[config.mk]
export PLATFORM = sky130hd
export DESIGN_NAME = count_extreme_run_tracker_core_flat
export DESIGN_NICKNAME = d
export VERILOG_FILES = /design/src/sv/cert_pkg.sv /design/src/sv/cert_if.sv /design/src/sv/count_extreme_run_tracker_core.sv /design/src/flat_wrapper.sv
export SDC_FILE = /design/constraint.sdc
export NUM_CORES = 1
export LEC_CHECK = 0
export BUFFER_PORTS_ARGS = -buffer_cell sky130_fd_sc_hd__clkbuf_2
export CAP_MARGIN = 20
export CORE_MARGIN = 2
export CORE_UTILIZATION = 59
export CTS_BUF_LIST = sky130_fd_sc_hd__clkbuf_2
export DETAILED_ROUTE_END_ITERATION = 12
export PLACE_DENSITY = 0.83
export SLEW_MARGIN = 10
export SYNTH_ARGS = -nofsm -noshare
export SYNTH_HDL_FRONTEND = slang
export SYNTH_SLANG_ARGS = --single-unit
[constraint.sdc]
create_clock -name clk_i -period 4.3 [get_ports clk_i]
set_clock_uncertainty 0.15 [all_clocks]
set_input_delay 0.86 -clock clk_i [delete_from_list [all_inputs] [get_ports clk_i]]
set_output_delay 0.86 -clock clk_i [all_outputs]
set_load 0.005 [all_outputs]
[src/sv/cert_pkg.sv]
// Package for the count extreme run tracker: field widths, register indexes,
// default parameter values and the result record type.
// No dependencies; every other file of the block imports it.
package cert_pkg;

  localparam int unsigned VAL_W      = 6;
  localparam int unsigned CNT_W      = 24;
  localparam int unsigned TOTAL_W    = 30;
  localparam int unsigned EPOCH_IN_W = 24;
  localparam int unsigned CFG_IDX_W  = 1;

  localparam int unsigned LOW_START_DEF  = 34;
  localparam int unsigned EPOCH_BITS_DEF = 24;

  localparam logic [CFG_IDX_W-1:0] CFG_UPPER_LIMIT = 1'b0;
  localparam logic [CFG_IDX_W-1:0] CFG_LOWER_LIMIT = 1'b1;

  typedef struct packed {
    logic [VAL_W-1:0]   low_value;
    logic [CNT_W-1:0]   low_epochs;
    logic [CNT_W-1:0]   low_runs;
    logic [VAL_W-1:0]   high_value;
    logic [CNT_W-1:0]   high_epochs;
    logic [CNT_W-1:0]   high_runs;
    logic [CNT_W-1:0]   over_epochs;
    logic [CNT_W-1:0]   under_epochs;
    logic [TOTAL_W-1:0] count_total;
    logic [CNT_W-1:0]   epochs_seen;
  } cert_result_t;

endpackage

[src/sv/cert_if.sv]
// Valid/ready channel interfaces for the count extreme run tracker:
// one for input items and one for result records.
// Depends on cert_pkg.
interface cert_item_if;
  import cert_pkg::*;

  logic             valid;
  logic             ready;
  logic [VAL_W-1:0] visible_count;
  logic [EPOCH_IN_W-1:0] epoch_index;

  modport source (output valid, output visible_count, output epoch_index, input ready);
  modport sink   (input valid, input visible_count, input epoch_index, output ready);
endinterface

interface cert_result_if;
  import cert_pkg::*;

  logic         valid;
  logic         ready;
  cert_result_t result;

  modport source (output valid, output result, input ready);
  modport sink   (input valid, input result, output ready);
endinterface

[src/sv/count_extreme_run_tracker_core.sv]
// Count extreme run tracker: running min/max of per-epoch counts with run
// tallies, limit counters and the running sum for the average.
// Depends on cert_pkg and the channel interfaces in cert_if.sv.
//
// An accepted item is held in the input register; the statistics register then
// takes the updated record and offers it on the result channel.
// Throughput: one item per cycle while results are taken; the input register
// and the statistics register form a two-stage pipeline, so one item can wait
// in the input register while a finished result is stalled at the output.
// Reset: asynchronous, active low; all statistics and both limits return to
// their initial values and both channels go empty.
module count_extreme_run_tracker_core #(
  parameter int unsigned LOW_START  = cert_pkg::LOW_START_DEF,
  parameter int unsigned EPOCH_BITS = cert_pkg::EPOCH_BITS_DEF
) (
  input  logic                              clk_i,
  input  logic                              rst_ni,
  input  logic                              cfg_we_i,
  input  logic [cert_pkg::CFG_IDX_W-1:0]    cfg_idx_i,
  input  logic [cert_pkg::VAL_W-1:0]        cfg_wdata_i,
  cert_item_if.sink                         item_i,
  cert_result_if.source                     result_o
);
  import cert_pkg::*;

  // Limit registers.
  logic [VAL_W-1:0] upper_q, lower_q;

  // Input stage.
  logic                  in_valid_q;
  logic [VAL_W-1:0]      cnt_q;
  logic [EPOCH_BITS-1:0] ep_q;

  // Statistics, which double as the result register.
  cert_result_t          stat_q, stat_d;
  logic [EPOCH_BITS-1:0] low_last_q, low_last_d;
  logic [EPOCH_BITS-1:0] high_last_q, high_last_d;
  logic                  out_valid_q;

  logic                  advance;
  logic                  in_accept;
  logic [TOTAL_W:0]      total_sum;

  function automatic logic [CNT_W-1:0] sat_inc(input logic [CNT_W-1:0] v);
    sat_inc = (&v) ? v : v + CNT_W'(1);
  endfunction

  assign advance   = in_valid_q && (!out_valid_q || result_o.ready);
  assign in_accept = item_i.valid && item_i.ready;

  assign item_i.ready    = !in_valid_q || advance;
  assign result_o.valid  = out_valid_q;
  assign result_o.result = stat_q;

  assign total_sum = {1'b0, stat_q.count_total} + (TOTAL_W + 1)'(cnt_q);

  always_comb begin
    stat_d      = stat_q;
    low_last_d  = low_last_q;
    high_last_d = high_last_q;

    if (cnt_q > upper_q) begin
      stat_d.over_epochs = sat_inc(stat_q.over_epochs);
    end
    if (cnt_q < lower_q) begin
      stat_d.under_epochs = sat_inc(stat_q.under_epochs);
    end

    // A run goes on only when this epoch directly follows the last one seen
    // at the same extreme.
    if (cnt_q < stat_q.low_value) begin
      stat_d.low_value  = cnt_q;
      stat_d.low_epochs = CNT_W'(1);
      stat_d.low_runs   = CNT_W'(1);
      low_last_d        = ep_q;
    end else if (cnt_q == stat_q.low_value) begin
      stat_d.low_epochs = sat_inc(stat_q.low_epochs);
      if (ep_q != low_last_q + EPOCH_BITS'(1)) begin
        stat_d.low_runs = sat_inc(stat_q.low_runs);
      end
      low_last_d = ep_q;
    end

    if (cnt_q > stat_q.high_value) begin
      stat_d.high_value  = cnt_q;
      stat_d.high_epochs = CNT_W'(1);
      stat_d.high_runs   = CNT_W'(1);
      high_last_d        = ep_q;
    end else if (cnt_q == stat_q.high_value) begin
      stat_d.high_epochs = sat_inc(stat_q.high_epochs);
      if (ep_q != high_last_q + EPOCH_BITS'(1)) begin
        stat_d.high_runs = sat_inc(stat_q.high_runs);
      end
      high_last_d = ep_q;
    end

    stat_d.count_total = total_sum[TOTAL_W] ? {TOTAL_W{1'b1}} : total_sum[TOTAL_W-1:0];
    stat_d.epochs_seen = sat_inc(stat_q.epochs_seen);
  end

  always_ff @(posedge clk_i or negedge rst_ni) begin
    if (!rst_ni) begin
      upper_q <= '0;
      lower_q <= '0;
    end else if (cfg_we_i) begin
      unique case (cfg_idx_i)
        CFG_UPPER_LIMIT: upper_q <= cfg_wdata_i;
        CFG_LOWER_LIMIT: lower_q <= cfg_wdata_i;
        default: ;
      endcase
    end
  end

  always_ff @(posedge clk_i or negedge rst_ni) begin
    if (!rst_ni) begin
      in_valid_q <= 1'b0;
    end else if (in_accept) begin
      in_valid_q <= 1'b1;
    end else if (advance) begin
      in_valid_q <= 1'b0;
    end
  end

  always_ff @(posedge clk_i) begin
    if (in_accept) begin
      cnt_q <= item_i.visible_count;
      ep_q  <= EPOCH_BITS'(item_i.epoch_index);
    end
  end

  always_ff @(posedge clk_i or negedge rst_ni) begin
    if (!rst_ni) begin
      out_valid_q <= 1'b0;
      stat_q      <= '{low_value: VAL_W'(LOW_START), default: '0};
      low_last_q  <= '1;
      high_last_q <= '1;
    end else begin
      if (advance) begin
        out_valid_q <= 1'b1;
        stat_q      <= stat_d;
        low_last_q  <= low_last_d;
        high_last_q <= high_last_d;
      end else if (result_o.ready) begin
        out_valid_q <= 1'b0;
      end
    end
  end

endmodule

[src/flat_wrapper.sv]
// flat-port wrapper written by rule: the top's interface ports become plain ports
module count_extreme_run_tracker_core_flat import cert_pkg::*;
#(
  parameter int unsigned LOW_START  = cert_pkg::LOW_START_DEF,
  parameter int unsigned EPOCH_BITS = cert_pkg::EPOCH_BITS_DEF
)
  (clk_i, rst_ni, cfg_we_i, cfg_idx_i, cfg_wdata_i, item_i_valid, item_i_visible_count, item_i_epoch_index, item_i_ready, result_o_valid, result_o_result, result_o_ready);
  cert_item_if item_i_i ();
  cert_result_if result_o_i ();
  input  logic clk_i;
  input  logic rst_ni;
  input  logic cfg_we_i;
  input  logic [cert_pkg::CFG_IDX_W-1:0] cfg_idx_i;
  input  logic [cert_pkg::VAL_W-1:0] cfg_wdata_i;
  input wire logic [$bits(item_i_i.valid)-1:0] item_i_valid;
  input wire logic [$bits(item_i_i.visible_count)-1:0] item_i_visible_count;
  input wire logic [$bits(item_i_i.epoch_index)-1:0] item_i_epoch_index;
  output wire logic [$bits(item_i_i.ready)-1:0] item_i_ready;
  output wire logic [$bits(result_o_i.valid)-1:0] result_o_valid;
  output wire logic [$bits(result_o_i.result)-1:0] result_o_result;
  input wire logic [$bits(result_o_i.ready)-1:0] result_o_ready;
  assign item_i_i.valid = item_i_valid;
  assign item_i_i.visible_count = item_i_visible_count;
  assign item_i_i.epoch_index = item_i_epoch_index;
  assign item_i_ready = item_i_i.ready;
  assign result_o_valid = result_o_i.valid;
  assign result_o_result = result_o_i.result;
  assign result_o_i.ready = result_o_ready;
  count_extreme_run_tracker_core #(.LOW_START(LOW_START), .EPOCH_BITS(EPOCH_BITS)) u_core (.clk_i(clk_i), .rst_ni(rst_ni), .cfg_we_i(cfg_we_i), .cfg_idx_i(cfg_idx_i), .cfg_wdata_i(cfg_wdata_i), .item_i(item_i_i), .result_o(result_o_i));
endmodule
## After elaboration in Yosys (flattened, before gate mapping)

Index checks and enable logic that the tools add are counted.

- Word-level logic and storage cells: 95
- Register bits after elaboration: 302

- Muxes and demuxes: 19
- Equality and inequality tests: 8
- Bitwise operators: 4
- Order comparisons: 4
- Reductions and logical operators: 32
- Add/subtract/negate cells: 10

Operator list:

| kind | count |
|---|---|
| 2-to-1 mux 24 bit | 10 |
| adder 24 x 1 -> 24 bit, second input constant | 9 |
| 2-to-1 mux 48 bit | 4 |
| AND reduction 24 bit | 7 |
| inequality test 24 bit | 2 |
| adder 30 x 6 -> 31 bit | 1 |
| 2-to-1 mux 30 bit | 1 |
| AND reduction 2 bit | 7 |
| == test 6 bit | 2 |
| > comparator 6 bit | 2 |
| less-than comparator 6 bit | 2 |
| AND reduction 3 bit | 4 |
| nonzero test 2 bit | 6 |
| inequality test 2 x 1 -> 1 bit, second input constant | 4 |
| AND reduction 4 bit | 2 |
| 2-to-1 mux 1 bit | 4 |
| inverter 1 bit | 4 |
| logical AND 1 bit | 2 |
| logical NOT 1 bit | 2 |
| logical OR 1 bit | 2 |

## Logic depth before layout (Yosys ltp)

- Depth in word-level cells: 6
- Depth in mapped cells: 14
- Gate-level depth less buffers: 12

## Worst setup path before layout

OpenSTA, ideal clock, no wires.

- Path kind: register -> register
- Start: reg u_core.high_last_q[3]
- End: reg u_core.stat_q, in the netlist u_core.result_o.result[103]
- Setup time: 121 ps
- Required time: 4029 ps
- Path buffers: 4
- Arrival: 3183 ps
- Path slack: 846 ps
- Cell stages (with the launch flop): 14
- Path through: dfstp_2 > buf_4 > nand3_1 > buf_2 > or4_4 > or4_4 > xnor2_1 > nand3_1 > or4b_1 > buf_2 > nand3_4 > buf_8 > nor2_1 > a22o_1

- Cells in the longest elaborated chain, start to end: 4

Ends and longest elaborated chain:

| item | RTL line | RTL |
|---|---|---|
| from (decl) | count_extreme_run_tracker_core.sv:37 | `logic [EPOCH_BITS-1:0] high_last_q, high_last_d;` |
| from (signal assigned) | count_extreme_run_tracker_core.sv:142 | `high_last_q <= high_last_d;` |
| adder 24 x 1 -> 24 bit | count_extreme_run_tracker_core.sv:91 | `if (ep_q != high_last_q + EPOCH_BITS'(1)) begin` |
| inequality test 24 bit | count_extreme_run_tracker_core.sv:91 |  |
| nonzero test 2 bit (no source line) | n/a |  |
| AND reduction 4 bit (no source line) | n/a |  |
| to (signal assigned) | count_extreme_run_tracker_core.sv:140 | `stat_q <= stat_d;` |
| to (decl) | count_extreme_run_tracker_core.sv:35 | `cert_result_t stat_q, stat_d;` |

No other way between the ends.
A chain may end at the register's enable or synchronous reset.

## Worst setup path in the final report

- Start: reg u_core.cnt_q[1]
- End: reg u_core.stat_q, in the netlist u_core.result_o.result[198]

- Cells in the longest elaborated chain, start to end: 3

Ends and longest elaborated chain:

| item | RTL line | RTL |
|---|---|---|
| from (decl) | count_extreme_run_tracker_core.sv:31 | `logic [VAL_W-1:0] cnt_q;` |
| from (signal assigned) | count_extreme_run_tracker_core.sv:126 | `cnt_q <= item_i.visible_count;` |
| less-than comparator 6 bit or == test 6 bit (tied branches) | count_extreme_run_tracker_core.sv:71, count_extreme_run_tracker_core.sv:76 |  |
| inequality test 2 x 1 -> 1 bit (no source line) or nonzero test 2 bit (tied branches) | n/a |  |
| AND reduction 3 bit (no source line) | n/a |  |

Parallel ways exist; a longest one is shown, timed or not.

==> run metrics <==
status completed; initial core utilization 59.71%; Total Wirelength approximately 40000 microns; Max Freq between 0.2 and 0.3 GHz; crit-path leading delay family compound AO/OA/AOI/OAI gates; crit share post-route approximately 90%; num ports 254; worst-skew pair later-pin latency 890 ps; Detail Route Antenna Nets 0; reg-to-reg setup timing slack roughly 540 ps; Arr. time, crit path 4390 ps; Slew HR 36.28%; internal power 5.693 mW; die width 168.5 microns; largest net degree at the start of global routing 110; xor-xnor portion of the synthesized cell area about a tenth; Synthesized Nets 1659; initial antenna violation count 1; FF-to-FF Start u_core.cnt_q[1]; post-CTS sizing 0; grt ovf 0; Simple-Gate Fraction of Synth Area 21.19%; post-detail-place hpwl 28010 microns; clock buffer count from CTS 78; max incr delay on CP 620 ps; setup violators final 0; worst hold endpoint u_core.upper_q[5]; maximum vdd drop 0.0003020 V; area grow syn2layout 17.28%; Die Ht 168.5 microns; Synth warnings 0; CP Class reg2reg; DR WL/cell 17.12 microns; Final Slew Violations 0; Setup TNS 0 ps; CTS tree yes; RR Endpoint u_core.result_o.result[198]; final instance area 18710 sq um; Critical path buffers and inverters 0; total global-route track usage 27.66%; vias in the first global route 13244; drt pass-1 iters 6; mux cell area share after synthesis 4.579%; CP Launch Type flip-flop; Switching Share between 30% and 40%; Synth Area per Inst 10.11 sq um; ys flop type dfrtp_1; cell area after synthesis 15960 sq um; RePlAce Congestion 0.9388; ratio of cells with drive above 1 in the final layout ~27%; Final min period 3758 ps; clock tree sinks ~300; max_cap viols 0; slowest stage cell on the critical path or4_1; Compound-Gate Fraction of Synth Area 10.01%; cell repeated most along the worst path o21a_1; Crit Path Max Fanout 13; DRC viols 0; hold depth 3; Net Switching between 3 and 4 mW; fraction of registers with async set/reset 90.07%; clock power share 22.8%; crit-path cells ha_1 -> nor2b_1 -> o21a_1 -> o21a_1 -> o21a_1 -> o21a_1 -> o21ai_0 -> nand4_1 -> or4_1 -> a21oi_1; Syn Inst Count 1578; first-pass GRT wire length 64300 microns; Hold Violations, Final 0; vias per cell 5.899; Seq pwr share 46.2%; Placeable Area 26730 sq um; Cell variety after synth 75; nets between 1500 and 2000; hold buffers post-CTS 23; Vias ~14000; Critical Path Sink Type flip-flop; combinational family with the most area after synthesis simple AND/OR/NAND/NOR gates; cells on worst reg2reg path 10; power density over the cells approximately 500 nW/um^2; RSZ-0062 raised after global routing no; post-synthesis adder-cell area fraction 3.105%; number of flops mapped to enable cells by yosys 30; Worst Tran Pin Value approximately 960 ps; Max Root-Sink Buffers 3; worst min-delay path class in2reg; root buf cell clkbuf_2; H-tree Lvls 3; register clock-pin slew on the reported worst setup and hold paths between 100 and 150 ps; Comb pwr share 31.0%; row cnt 60; CP Data Required Time 4930 ps; Pleak 8.671 nW; Post-Place Cell Area 17630 sq um; Worst Min Path Start cfg_wdata_i[5]; Yosys reg bits 302; die footprint 28380 sq um; 1st-iter DRT viols about 900; Post-CTS Setup Inserts 0; input/output buffers 253; sequential share of the synthesized area 48.69%
cells in the mapped netlist, types with 6 or more instances:
library cell / count / share of area (%)
xnor2_1: 108 / 5.9
nor3_1: 28 / 0.88
nor2_1: 77 / 1.8
buf_2: 8 / 0.25
or4_1: 12 / 0.56
clkbuf_1: 43 / 1.0
inv_1: 49 / 1.2
nand2b_1: 11 / 0.43
nor2b_1: 10 / 0.39
nor4_1: 14 / 0.55
and2_1: 18 / 0.71
o211ai_1: 11 / 0.52
nand2_1: 160 / 3.8
ha_1: 38 / 3.0
and3_1: 66 / 2.6
xor2_1: 67 / 3.7
o31ai_1: 9 / 0.42
a41oi_1: 6 / 0.33
dfstp_2: 50 / 8.2
a31oi_1: 20 / 0.78
mux2i_1: 10 / 0.63
edfxtp_1: 30 / 5.6
a21oi_1: 29 / 0.91
nand3_1: 109 / 3.4
dfrtp_1: 222 / 35
or2_2: 9 / 0.35
and4_1: 17 / 0.93
or3_1: 23 / 0.90
o21a_1: 11 / 0.52
o21ai_0: 98 / 3.1
a21o_1: 13 / 0.61
o41ai_1: 6 / 0.33
nand4_1: 61 / 2.4
mux2_2: 56 / 4.0
kinds of logic (layout without fill, tap and decap cells):
logic type      Yosys count  in the layout
buf+inv                 108            500
flops                   302            302
compound gates          248            248
xor+xnor                175            175
fa+ha+maj                39             39
simple gates            640            640
other cells               0              3
mux                      66             66
worst max-delay path by stage:
stage / start / end / slack (ps) / cells past startpoint
6_report: u_core.cnt_q[1] / u_core.result_o.result[198] / 540 / 10
5_1_grt: u_core.cnt_q[1] / u_core.result_o.result[198] / 260 / 10
4_1_cts: u_core.cnt_q[1] / u_core.result_o.result[198] / 550 / 10
3_5_place_dp: u_core.low_last_q[0] / u_core.result_o.result[171] / 570 / 10
3_3_place_gp: u_core.low_last_q[3] / u_core.result_o.result[171] / 620 / 10
2_1_floorplan: u_core.high_last_q[3] / u_core.result_o.result[103] / 850 / 13
power by group through the flow:
stage | Sequential (mW) | Clock (mW) | Combinational [mW]
finish | 4.22 | 2.08 | 2.83
global route | 4.31 | 2.28 | 3.15
CTS | 4.21 | 2.14 | 2.83
detailed placement | 4.25 | 0 | 2.79
global placement | 4.21 | 0 | 2.70
floorplan | 4.07 | 0 | 2.04
sequential cells by signal (all words and copies together), names as in the netlist:
register / count
u_core.cnt_q: 6
u_core.ep_q: 24
u_core.result_o.valid: 1
u_core.low_last_q: 24
u_core.lower_q: 6
u_core.result_o.result: 210
u_core.high_last_q: 24
u_core.in_valid_q: 1
u_core.upper_q: 6
per-layer routing:
metal | wire (microns) | GRT usage (%) | share of wire (%)
met5 | 0 | 0 | 0
met1 | 16370 | 34.57 | 41
met3 | 3000 | 8.020 | 7.6
met2 | 18960 | 45.86 | 48
met4 | 1296 | 10.49 | 3.3
through the flow:
stage                     total power [mW]  hold WS, ps  cells  setup slack (ps)  util (%)
final                                9.133        102.5   2314             542.0     70.02
after global routing                 9.752        30.51   2314             263.5     70.02
after CTS                            9.168        1.278   2302             546.6     69.66
after detailed placement             7.047        325.4   2138             574.0     65.98
after global placement               6.911        321.3   2138             619.7     65.98
after floorplan                      6.111        321.1   1578             845.9         -
worst reg2reg max path: cells and delay by family, from the launching register on:
| kind | cells | cell delay (ps) |
|---|---|---|
| compound gates | 6 | 1310 |
| fa+ha+maj | 1 | 370 |
| flops | 1 | 580 |
| simple gates | 3 | 1250 |
area by class of cell:
class	count	area (sq um)
clock buffer	110	550.5
clock inverter	31	201.4
sequential	302	7770
inverter	49	183.9
fill	2033	8011
antenna	3	7.507
tap	341	426.7
multi-input combinational	1168	7765
timing repair buffer	310	1809
placed cells by master (no fill, tap or decap), types with 13 or more instances in the layout:
cell / n
nor2_1: 76
o21ai_0: 98
dfstp_2: 50
inv_1: 49
mux2_2: 56
a31oi_1: 19
nor4_1: 14
nand3_1: 109
or3_1: 23
dfrtp_1: 222
and2_1: 17
and4_1: 17
clkinv_1: 18
dlygate4sd3_1: 32
a21o_1: 13
ha_1: 38
and3_1: 66
buf_4: 23
nand2_1: 160
a21oi_1: 28
edfxtp_1: 30
clkbuf_2: 362
nor3_1: 28
nand4_1: 61
xnor2_1: 108
xor2_1: 67
Note: power is estimated with default switching activity, not from simulation.
